### src/hw/rtl/slum_pkg.sv
`timescale 1ns / 1ps

package slum_pkg;

    localparam int LIST_DEPTH_DEF = 16;
    localparam int VALUE_W        = 32;
    localparam int FUNC_W         = 2;

    localparam logic [FUNC_W-1:0] FUNC_APPEND_FIRST  = 2'd0;
    localparam logic [FUNC_W-1:0] FUNC_APPEND_SECOND = 2'd1;
    localparam logic [FUNC_W-1:0] FUNC_RUN           = 2'd2;

    typedef struct packed {
        logic [FUNC_W-1:0]         func;
        logic signed [VALUE_W-1:0] value;
    } t_in;

    typedef struct packed {
        logic signed [VALUE_W-1:0] union_value;
        logic                      last;
        logic                      empty_res;
        logic                      overflow;
    } t_out;

    typedef struct packed {
        logic wr_first;
        logic wr_second;
    } t_wr_sel;

    typedef enum logic [1:0] {
        ST_IDLE,
        ST_WALK,
        ST_FLUSH
    } t_state;

endpackage

### src/hw/rtl/slum_ram.sv
`timescale 1ns / 1ps

module slum_ram #(
    parameter int  WIDTH = 32,
    parameter int  DEPTH = 16,
    localparam int AW    = (DEPTH > 1) ? $clog2(DEPTH) : 1
) (
    input  logic             i_clk,
    input  logic             i_wr_en,
    input  logic [AW-1:0]    i_wr_addr,
    input  logic [WIDTH-1:0] i_wr_data,
    input  logic [AW-1:0]    i_rd_addr,
    output logic [WIDTH-1:0] o_rd_data
);

    logic [WIDTH-1:0] r_mem [DEPTH];
    logic [WIDTH-1:0] r_rd_data;

    always_ff @(posedge i_clk) begin
        if (i_wr_en) begin
            r_mem[i_wr_addr] <= i_wr_data;
        end
        r_rd_data <= r_mem[i_rd_addr];
    end

    assign o_rd_data = r_rd_data;

endmodule

### src/hw/rtl/slum_merge.sv
`timescale 1ns / 1ps

module slum_merge #(
    parameter int  LIST_DEPTH = slum_pkg::LIST_DEPTH_DEF,
    localparam int AW = (LIST_DEPTH > 1) ? $clog2(LIST_DEPTH) : 1,
    localparam int CW = $clog2(LIST_DEPTH + 1)
) (
    input  logic                          i_clk,
    input  logic                          i_rst_n,
    input  logic                          i_valid,
    input  slum_pkg::t_in                 i_data,
    output logic                          o_stall,
    output logic                          o_valid,
    output slum_pkg::t_out                o_data,
    input  logic                          i_stall,
    output slum_pkg::t_wr_sel             o_wr_sel,
    output logic [AW-1:0]                 o_wr_addr,
    output logic [slum_pkg::VALUE_W-1:0]  o_wr_data,
    output logic [AW-1:0]                 o_rd_addr_a,
    output logic [AW-1:0]                 o_rd_addr_b,
    input  logic [slum_pkg::VALUE_W-1:0]  i_rd_data_a,
    input  logic [slum_pkg::VALUE_W-1:0]  i_rd_data_b
);

    localparam logic [CW-1:0] DEPTH_C = CW'(LIST_DEPTH);

    slum_pkg::t_state r_state, n_state;
    logic [CW-1:0] r_cnt_a, n_cnt_a, r_cnt_b, n_cnt_b;
    logic [CW-1:0] r_ptr_a, n_ptr_a, r_ptr_b, n_ptr_b;
    logic          r_drop, n_drop;
    logic          r_pend_valid, n_pend_valid;
    logic          r_pend_empty, n_pend_empty;
    logic [slum_pkg::VALUE_W-1:0] r_pend_value, n_pend_value;
    logic           r_out_valid, n_out_valid;
    slum_pkg::t_out r_out, n_out;

    logic w_accept, w_slot, w_take_a, w_done, w_need_emit, w_step, w_both_zero;
    logic [slum_pkg::VALUE_W-1:0] w_pick;

    assign o_stall  = (r_state != slum_pkg::ST_IDLE);
    assign w_accept = i_valid && !o_stall;
    // The output register can take a new result if it is empty or drains now.
    assign w_slot   = !r_out_valid || !i_stall;

    assign w_both_zero = (r_cnt_a == '0) && (r_cnt_b == '0);
    assign w_done      = (r_ptr_a >= r_cnt_a) && (r_ptr_b >= r_cnt_b);
    assign w_take_a    = (r_ptr_a < r_cnt_a) &&
                         ((r_ptr_b >= r_cnt_b) ||
                          ($signed(i_rd_data_a) <= $signed(i_rd_data_b)));
    assign w_pick      = w_take_a ? i_rd_data_a : i_rd_data_b;
    // A held value is only sent once a different value shows up, so the
    // final one can still be marked last when the walk ends.
    assign w_need_emit = r_pend_valid && (w_pick != r_pend_value);
    assign w_step      = !w_done && (!w_need_emit || w_slot);

    always_comb begin
        n_state = r_state;
        unique case (r_state)
            slum_pkg::ST_IDLE: begin
                if (w_accept && (i_data.func == slum_pkg::FUNC_RUN)) begin
                    n_state = w_both_zero ? slum_pkg::ST_FLUSH : slum_pkg::ST_WALK;
                end
            end
            slum_pkg::ST_WALK: begin
                if (w_done) begin
                    n_state = slum_pkg::ST_FLUSH;
                end
            end
            slum_pkg::ST_FLUSH: begin
                if (w_slot) begin
                    n_state = slum_pkg::ST_IDLE;
                end
            end
            default: n_state = slum_pkg::ST_IDLE;
        endcase
    end

    always_comb begin
        n_cnt_a      = r_cnt_a;
        n_cnt_b      = r_cnt_b;
        n_ptr_a      = r_ptr_a;
        n_ptr_b      = r_ptr_b;
        n_drop       = r_drop;
        n_pend_valid = r_pend_valid;
        n_pend_empty = r_pend_empty;
        n_pend_value = r_pend_value;
        n_out_valid  = r_out_valid && i_stall;
        n_out        = r_out;
        o_wr_sel     = '0;
        unique case (r_state)
            slum_pkg::ST_IDLE: begin
                n_ptr_a = '0;
                n_ptr_b = '0;
                if (w_accept) begin
                    unique case (i_data.func)
                        slum_pkg::FUNC_APPEND_FIRST: begin
                            if (r_cnt_a < DEPTH_C) begin
                                o_wr_sel.wr_first = 1'b1;
                                n_cnt_a = r_cnt_a + CW'(1);
                            end else begin
                                n_drop = 1'b1;
                            end
                        end
                        slum_pkg::FUNC_APPEND_SECOND: begin
                            if (r_cnt_b < DEPTH_C) begin
                                o_wr_sel.wr_second = 1'b1;
                                n_cnt_b = r_cnt_b + CW'(1);
                            end else begin
                                n_drop = 1'b1;
                            end
                        end
                        slum_pkg::FUNC_RUN: begin
                            n_pend_valid = w_both_zero;
                            n_pend_empty = w_both_zero;
                            n_pend_value = '0;
                        end
                        default: begin
                        end
                    endcase
                end
            end
            slum_pkg::ST_WALK: begin
                if (w_step) begin
                    if (w_take_a) begin
                        n_ptr_a = r_ptr_a + CW'(1);
                    end else begin
                        n_ptr_b = r_ptr_b + CW'(1);
                    end
                    if (!r_pend_valid || w_need_emit) begin
                        n_pend_valid = 1'b1;
                        n_pend_value = w_pick;
                    end
                    if (w_need_emit) begin
                        n_out_valid       = 1'b1;
                        n_out.union_value = r_pend_value;
                        n_out.last        = 1'b0;
                        n_out.empty_res   = 1'b0;
                        n_out.overflow    = r_drop;
                    end
                end
            end
            slum_pkg::ST_FLUSH: begin
                if (w_slot) begin
                    n_out_valid       = 1'b1;
                    n_out.union_value = r_pend_value;
                    n_out.last        = 1'b1;
                    n_out.empty_res   = r_pend_empty;
                    n_out.overflow    = r_drop;
                    n_pend_valid      = 1'b0;
                    n_cnt_a           = '0;
                    n_cnt_b           = '0;
                    n_drop            = 1'b0;
                end
            end
            default: begin
            end
        endcase
    end

    always_ff @(posedge i_clk) begin
        if (!i_rst_n) begin
            r_state      <= slum_pkg::ST_IDLE;
            r_cnt_a      <= '0;
            r_cnt_b      <= '0;
            r_ptr_a      <= '0;
            r_ptr_b      <= '0;
            r_drop       <= 1'b0;
            r_pend_valid <= 1'b0;
            r_out_valid  <= 1'b0;
        end else begin
            r_state      <= n_state;
            r_cnt_a      <= n_cnt_a;
            r_cnt_b      <= n_cnt_b;
            r_ptr_a      <= n_ptr_a;
            r_ptr_b      <= n_ptr_b;
            r_drop       <= n_drop;
            r_pend_valid <= n_pend_valid;
            r_out_valid  <= n_out_valid;
        end
    end

    always_ff @(posedge i_clk) begin
        r_pend_empty <= n_pend_empty;
        r_pend_value <= n_pend_value;
        r_out        <= n_out;
    end

    // Reading at the next pointer keeps the RAM data aligned with the pointer
    // registers, so one element is consumed every cycle of the walk unless a stalled output holds it.
    assign o_rd_addr_a = n_ptr_a[AW-1:0];
    assign o_rd_addr_b = n_ptr_b[AW-1:0];
    assign o_wr_addr   = o_wr_sel.wr_first ? r_cnt_a[AW-1:0] : r_cnt_b[AW-1:0];
    assign o_wr_data   = i_data.value;

    assign o_valid = r_out_valid;
    assign o_data  = r_out;

endmodule

### src/hw/rtl/sorted_list_union_merge.sv
`timescale 1ns / 1ps

// Sorted list union merge. Append requests (func 0 or 1) write the value into
// the first or second list RAM; a list holds up to LIST_DEPTH values, and
// appends beyond that are dropped and flagged in the overflow bit of the next
// run. A run request (func 2) walks both lists as a two-pointer merge at one
// element per cycle while the output does not stall, limited by the single
// read port of each list RAM, and returns the ascending union without repeats,
// the final result marked last. The input stays stalled until the run is
// done; a run on two empty lists returns a single zero result with empty_res
// set. The lists and the overflow flag are cleared when the run finishes.
// Func code 3 is accepted and ignored.
module sorted_list_union_merge #(
    parameter int LIST_DEPTH = slum_pkg::LIST_DEPTH_DEF
) (
    input  logic           i_clk,
    input  logic           i_rst_n,
    input  logic           i_valid,
    input  slum_pkg::t_in  i_data,
    output logic           o_stall,
    output logic           o_valid,
    output slum_pkg::t_out o_data,
    input  logic           i_stall
);

    localparam int AW = (LIST_DEPTH > 1) ? $clog2(LIST_DEPTH) : 1;

    slum_pkg::t_wr_sel            w_wr_sel;
    logic [AW-1:0]                w_wr_addr, w_rd_addr_a, w_rd_addr_b;
    logic [slum_pkg::VALUE_W-1:0] w_wr_data, w_rd_data_a, w_rd_data_b;

    slum_merge #(
        .LIST_DEPTH (LIST_DEPTH)
    ) u_merge (
        .i_clk       (i_clk),
        .i_rst_n     (i_rst_n),
        .i_valid     (i_valid),
        .i_data      (i_data),
        .o_stall     (o_stall),
        .o_valid     (o_valid),
        .o_data      (o_data),
        .i_stall     (i_stall),
        .o_wr_sel    (w_wr_sel),
        .o_wr_addr   (w_wr_addr),
        .o_wr_data   (w_wr_data),
        .o_rd_addr_a (w_rd_addr_a),
        .o_rd_addr_b (w_rd_addr_b),
        .i_rd_data_a (w_rd_data_a),
        .i_rd_data_b (w_rd_data_b)
    );

    slum_ram #(
        .WIDTH (slum_pkg::VALUE_W),
        .DEPTH (LIST_DEPTH)
    ) u_first_list (
        .i_clk     (i_clk),
        .i_wr_en   (w_wr_sel.wr_first),
        .i_wr_addr (w_wr_addr),
        .i_wr_data (w_wr_data),
        .i_rd_addr (w_rd_addr_a),
        .o_rd_data (w_rd_data_a)
    );

    slum_ram #(
        .WIDTH (slum_pkg::VALUE_W),
        .DEPTH (LIST_DEPTH)
    ) u_second_list (
        .i_clk     (i_clk),
        .i_wr_en   (w_wr_sel.wr_second),
        .i_wr_addr (w_wr_addr),
        .i_wr_data (w_wr_data),
        .i_rd_addr (w_rd_addr_b),
        .o_rd_data (w_rd_data_b)
    );

endmodule

### config.mk
export PLATFORM = sky130hd
export DESIGN_NAME = sorted_list_union_merge
export DESIGN_NICKNAME = d
export VERILOG_FILES = /design/src/hw/rtl/slum_pkg.sv /design/src/hw/rtl/slum_ram.sv /design/src/hw/rtl/slum_merge.sv /design/src/hw/rtl/sorted_list_union_merge.sv
export SDC_FILE = /design/constraint.sdc
export NUM_CORES = 1
export LEC_CHECK = 0
export BUFFER_PORTS_ARGS = -buffer_cell sky130_fd_sc_hd__buf_2
export CAP_MARGIN = 0
export CELL_PAD_IN_SITES_DETAIL_PLACEMENT = 1
export CELL_PAD_IN_SITES_GLOBAL_PLACEMENT = 1
export CORE_UTILIZATION = 50
export DETAILED_ROUTE_END_ITERATION = 10
export PLACE_DENSITY_LB_ADDON = 0.1
export SLEW_MARGIN = 25
export SYNTH_ARGS = -nofsm -noshare
export SYNTH_HDL_FRONTEND = slang
export SYNTH_HIERARCHICAL = 1
export SYNTH_SLANG_ARGS = --single-unit
### constraint.sdc
create_clock -name i_clk -period 8.39 [get_ports i_clk]
set_input_delay 0.839 -clock i_clk [delete_from_list [all_inputs] [get_ports i_clk]]
set_output_delay 0.839 -clock i_clk [all_outputs]
set_load 0.005 [all_outputs]
# After elaboration in Yosys (flattened, before gate mapping)
# Memory sizes are Yosys's and may differ from the RTL's. A register that Yosys moved wholly into a read port is not among the register bits.
# Index checks and enable logic that the tools add are counted.
# word_totals
register_bits	93
n_memories	2
ramBits	1024
latchBits	0
mem_bits_ro	0
wordCells	143
# memory_table
memory	words	word_bits	read_ports	rd_clocked_by_memory_dff	write_ports	line	source
u_first_list.r_mem	16	32	1	1	1	slum_ram.sv:16	logic [WIDTH-1:0] r_mem [DEPTH];
u_second_list.r_mem	16	32	1	1	1	slum_ram.sv:16	
# classes
shift	0
order_cmp	6
n_eq_ne	22
mul	0
addsub	4
n_bitwise	0
div	0
n_mux	56
reduce_logical	37
# ops
cell	count
32-bit 2-to-1 mux	5
35-bit 2-to-1 mux	3
35-bit case mux with 2 select lines	1
32-bit case mux with 2 select lines	1
5-bit 2-to-1 mux	11
5-bit case mux with 2 select lines	4
32-bit <= comparator	1
32-bit != test	1
2-bit by 1-bit != test with 1-bit output, second input constant	12
5-bit by 1-bit adder with 5-bit output, second input constant	4
1-bit 2-to-1 mux	19
5-bit AND reduction	3
2-bit 2-to-1 mux	6
3-bit AND reduction	4
6-bit AND reduction	2
5-bit greater-or-equal comparator	2
5-bit logical NOT	2
5-bit less-than comparator, second input constant	2
1-bit logical AND	8
2-bit nonzero test	4
1-bit logical NOT	6
3-bit != test, second input constant	2
1-bit case mux with 2 select lines	3
2-bit case mux with 3 select lines	1
11 further kinds	18

# Logic depth before layout (Yosys ltp)
# depth
depth_word	11
mapped_depth	19

# Modules after synthesis
# Netlist, hierarchy kept.
# modules_own_cells
mod	instances	cells_per_inst	area_per_inst_um2
slum_ram	2	838	19835.3
slum_merge	1	667	6339.8

# Worst setup path before layout
# OpenSTA, ideal clock, no wires.
# synth_timing
path_type	input -> register
start	input port i_data[33] in the netlist's numbering
end	memory u_first_list.r_mem[0][0], enable pin
required_ns	7.929
arrival_ns	4.829
path_buffers	1
setup_slack_ns	3.100
stages	7
setup_ns	0.461
cell_sequence	nand2b_1 or4b_2 clkbuf_1 nand2_1 o21ai_0 or3b_2 nor3_1
# synth_via
elab_cells_between_ends	7
cone_classes	mux (6); reduce/logical (1)
# synth_lines
item	line	source
start, declared	sorted_list_union_merge.sv:19	input slum_pkg::t_in i_data,
2-bit logical NOT	slum_merge.sv:95	unique case (i_data.func)
1-bit 2-to-1 mux	slum_merge.sv:95	
2-bit 2-to-1 mux	slum_merge.sv:94	if (w_accept) begin
2-bit 2-to-1 mux	slum_merge.sv:90	unique case (r_state)
4-bit 2-to-1 mux	slum_merge.sv:192	assign o_wr_addr = o_wr_sel.wr_first ? r_cnt_a[AW-1:0] : r_cnt_b[AW-1:0];
named net w_wr_addr[2]	sorted_list_union_merge.sv:29	logic [AW-1:0] w_wr_addr, w_rd_addr_a, w_rd_addr_b;
end, declared	slum_ram.sv:16	
# The timed path passes the listed nets, and every way through them passes these cells.

# Final worst setup path
# layout_timing
start	register u_second_list.r_rd_data[31], in the netlist u_second_list/o_rd_data[31], read port of u_second_list.r_mem
end	register u_second_list.r_rd_data[15], in the netlist u_second_list/o_rd_data[15], read port of u_second_list.r_mem
# layout_via
elab_chain_cells	11
elab_cells_between_ends	12
cone_classes	order compare (1); eq/ne (1); mux (4); reduce/logical (6)
# layout_rtl
item	line	source
start, declared	slum_ram.sv:17	logic [WIDTH-1:0] r_rd_data;
32-bit <= comparator	slum_merge.sv:49	($signed(i_rd_data_a) <= $signed(i_rd_data_b)));
1-bit logical OR	slum_merge.sv:48	((r_ptr_b >= r_cnt_b) ||
1-bit logical AND	slum_merge.sv:47	assign w_take_a = (r_ptr_a < r_cnt_a) &&
32-bit 2-to-1 mux	slum_merge.sv:50	assign w_pick = w_take_a ? i_rd_data_a : i_rd_data_b;
32-bit != test	slum_merge.sv:53	assign w_need_emit = r_pend_valid && (w_pick != r_pend_value);
1-bit logical AND	slum_merge.sv:53	
1-bit logical NOT	slum_merge.sv:54	assign w_step = !w_done && (!w_need_emit || w_slot);
1-bit logical OR	slum_merge.sv:54	
1-bit logical AND	slum_merge.sv:54	
5-bit 2-to-1 mux (*)	slum_merge.sv:123	if (w_step) begin
5-bit case mux with 2 select lines (*)	slum_merge.sv:90	
named net w_rd_addr_b[0]	sorted_list_union_merge.sv:29	
# The timed path passes the listed nets; every way through them passes the cells marked *. The select of a mux whose other input is x is not followed.
# A chain may end at the register's enable or synchronous reset.

==> impl_results.md <==
- CTS max path bufs: 3
- LEAKAGE: 16.5 nW
- Root Buffer: clkbuf_16
- Fin Setup TNS: 0 ps
- Yosys Warn Count: 6
- Maximum vdd drop: 0.162 mV
- Count of hold buffers inserted by post-cts repair: 0
- Gr usage total: 27.5%
- Hpwl dp: roughly 74000 µm
- GP Congestion: 0.943
- Post-synthesis simple-gate area fraction: under 10%
- Slew headroom: between 20% and 30%
- Netlist cell types: 64
- Data arrival time of the worst path: roughly 7000 ps
- Adder-cell share of the synthesized area: under 10%
- WP data required: roughly 8900 ps
- Syn avg cell area: about 20 µm²
- Gate power share: roughly 3.4%
- DR DRC count: 0
- Overall Power: ~12 mW
- Final Max Slew Viols: 0
- Hold WC Path Type: reg2reg
- H-tree levels: 3
- Maximum Capacitance Violations: 0
- Final setup viols: 0
- Gr ovfl total: 0
- Clock Power Share: 42.9%
- NetSw: 2.57 mW
- RSZ-0062 raised after global routing: false
- Pwr per Cell Area: 236 nW/µm²
- Hold Vio Cnt, Final: 0
- Clock latency on the worst-skew pair: around 700 ps
- First-pass GRT wire length: roughly 180000 µm
- Compound-gate portion of the synthesized area: 3.98%
- Buf+Inv Stages, Crit Path: 3
- Die Width: ~300 µm
- Final period util: 75.5%
- Max Freq: 158 MHz
- Slowest-stage cell, CP: nor4_1
- Top post-synthesis cells by area: edfxtp_1 (71%), mux4_2 (13%), dfxtp_1 (3.9%), a22oi_1 (2.1%), ha_1 (1.4%)
- Crit path depth: 17
- Post-layout min period: around 6300 ps
- Clock sink total: 1181
- Initial DRC count: between 2k and 3k
- Worst Setup SP: u_second_list/o_rd_data[31]
- Worst Clk Skew: between 20 and 25 ps
- DR vias/cell: around 6.4
- Via Count: about 24k
- Vias in the first global route: approximately 25k
- WL final: approximately 130000 µm
- Antenna diodes: 0
- Ys async rst share: 0%
- Switching share of total power: a little over a fifth
- Antenna viol nets, final: 0
- Kind of critical path: reg2reg
- Worst r2r path cells: 17
- Internal power: 9.67 mW
- Worst path cell trace: inv_1, ha_1, nand4_1, nor4_1, nand3_1, nand3_2, o211ai_2, nor2_4, buf_4, a31oi_2, a31oi_4, o211ai_1, nand2_4, buf_12, mux4_2, a22oi_1, nand2_1
- Share of cells above drive strength 1: between 20% and 30%
- CP top delay family: simple AND/OR/NAND/NOR gates
- Setup slack, reg-to-reg: 2060 ps
- Initial antenna violation count: 6
- CP max stage delay: 670 ps
- Seq pwr share: a little over half
- Worst slew pin tran: around 1100 ps
- Number of flops mapped to enable cells by yosys: roughly 1.1k
- Port bufs: 74
- Hold slack: 443 ps
- TritonRoute pass-1 iters: 5
- TritonCTS clock tree: built
- RR Endpoint: u_second_list/o_rd_data[15]
- Reg2Reg Launch Point: u_second_list/o_rd_data[31]
- Gate Count Post-Synth: between 2k and 2.5k
- Multiplexer area fraction after synthesis: about 13%
- DIE AREA: roughly 93000 µm²
- Starting Density: 50.8%
- Largest net degree at the start of global routing: 62
- Endpoint class of the critical path: flip-flop
- Critical path capture point: u_second_list/o_rd_data[15]
- Routed wire length per instance: approximately 34 µm
- Yosys top cell by area: edfxtp_1
- Post-Syn Area: between 40000 and 50000 µm²
- Area Overhead vs Synth: 12.7%
- Post-Synth XOR/XNOR Area: between 1 and 1.5%
- Worst setup SP type: flip-flop
- Die H: between 300 and 400 µm
- Post-synthesis net count: between 2k and 2.5k
- Core Rows: 110
- Io pins: 75
- Core area: a little over 90000 µm²
- Main combinational cell family by area after synthesis: multiplexers
- CTS resizes: 0
- Final Util: 57.3%
- Nets: about 2.6k
- Synth Register Bits: about 1.2k
- Outcome: completed
- Top_reg_cell synth: edfxtp_1
- Worst-path clk slew: approximately 60 ps
- # Post-CTS Setup Buffers: 0
- Post-synth top area share: between 70% and 80%
- Num CTS Buffers: between 100 and 150
- Seq/Total Area, Yosys: approximately 75%
- Critical Path Fanout Max: 44
logic make-up (layout without fill, tap and decap cells):
kind of cell	count (synthesis)	in the layout
flip-flops	1181	1181
AO/OA/AOI/OAI	252	252
multiplexers	268	268
buffers and inverters	207	425
AND/OR/NAND/NOR	327	327
adder cells (fa/ha/maj)	52	52
XOR/XNOR	56	56
cells in the mapped netlist (all sizes together) (4+ instances only):
master,n
a22oi,128
xor2,30
nand4,18
mux4,256
inv,64
a21oi,30
dfxtp,89
nor2,47
or3,5
nand3b,5
mux2i,12
a211oi,4
ha,52
o21ai,18
o211ai,4
nor2b,7
buf,93
a31oi,7
a21boi,32
nand2,168
nor4,14
xnor2,26
nand2b,13
edfxtp,1092
nand3,19
nor3,14
and2,4
o21a,4
clkbuf,50
power by group through the flow:
| stage | combinational (mW) | sequential, mW | clock (mW) |
|---|---|---|---|
| floorplan | 0.247 | 6.66 | 0 |
| global placement | 0.397 | 6.69 | 0 |
| detailed placement | 0.417 | 6.69 | 0 |
| CTS | 0.419 | 6.57 | 5.33 |
| global route | 0.453 | 6.57 | 5.53 |
| finish | 0.418 | 6.57 | 5.25 |
area by class of cell:
class                      instances  area, µm²
tap                             1176       1470
clock buffer                     178       3520
multi-input combinational        955      10800
sequential                      1181      34600
fill                            7769      38700
timing repair buffer             139        921
inverter                          64        240
clock inverter                    44        372
state kept, by name, indices dropped and copies added (netlist names):
signal and flops:
u_first_list/r_mem 512, u_second_list/r_mem 512, u_merge/o_data 35, u_first_list/o_rd_data 32, u_merge/r_pend_value 32, u_second_list/o_rd_data 32, u_merge/r_cnt_a 5, u_merge/r_cnt_b 5
u_merge/r_ptr_a 5, u_merge/r_ptr_b 5, u_merge/r_state 2, u_merge/o_valid 1, u_merge/r_drop 1, u_merge/r_pend_empty 1, u_merge/r_pend_valid 1
cell usage in the layout, fill, tap and decap left out, types with 4 or more instances in the layout:
| cell type | count |
|---|---|
| edfxtp_1 | 1092 |
| mux4_2 | 256 |
| nand2_1 | 166 |
| a22oi_1 | 128 |
| clkbuf_16 | 122 |
| dfxtp_1 | 89 |
| buf_2 | 74 |
| inv_1 | 64 |
| buf_4 | 60 |
| ha_1 | 51 |
| a21boi_0 | 32 |
| clkbuf_1 | 30 |
| xor2_1 | 30 |
| a21oi_1 | 28 |
| nor2_4 | 27 |
| clkbuf_8 | 26 |
| xnor2_1 | 26 |
| clkinv_2 | 21 |
| nor2_1 | 20 |
| nand4_1 | 17 |
| o21ai_0 | 16 |
| nand3_1 | 15 |
| nand2b_1 | 13 |
| nor4_1 | 13 |
| clkinv_1 | 11 |
| mux2i_1 | 11 |
| nor3_2 | 10 |
| bufinv_16 | 5 |
| nand3b_1 | 5 |
| buf_12 | 5 |
| a31oi_1 | 5 |
| or3_1 | 5 |
| clkinvlp_4 | 4 |
| nor2b_4 | 4 |
| nor3_1 | 4 |
| o21a_1 | 4 |
metrics by stage:
step	setup slack [ps]	cells	cell area [µm²]
3_5_place_dp	2110	3515	48000
6_report	2060	3737	51900
4_1_cts	2060	3737	51900
2_1_floorplan	3100	2343	46000
5_1_grt	1730	3737	51900
3_3_place_gp	2320	3515	48000
worst min-delay path by stage:
stage / to / cells past startpoint / startpoint
3_5_place_dp: u_merge/o_data[0] / 0 / u_merge/r_drop
2_1_floorplan: u_merge/o_data[0] / 0 / u_merge/r_drop
3_3_place_gp: u_merge/o_data[0] / 0 / u_merge/r_drop
5_1_grt: u_merge/o_data[0] / 0 / u_merge/r_drop
4_1_cts: u_merge/o_data[0] / 0 / u_merge/r_drop
6_report: u_merge/o_data[0] / 0 / u_merge/r_drop
per-layer routing:
layer	wire length (µm)	GRT usage, %	share of wire [%]
met5	14	0	0.011
met4	3230	7.91	2.6
met3	9570	4.78	7.6
met2	60000	43.7	48
met1	53400	39.3	42
Power figures use the tool's default switching activity.
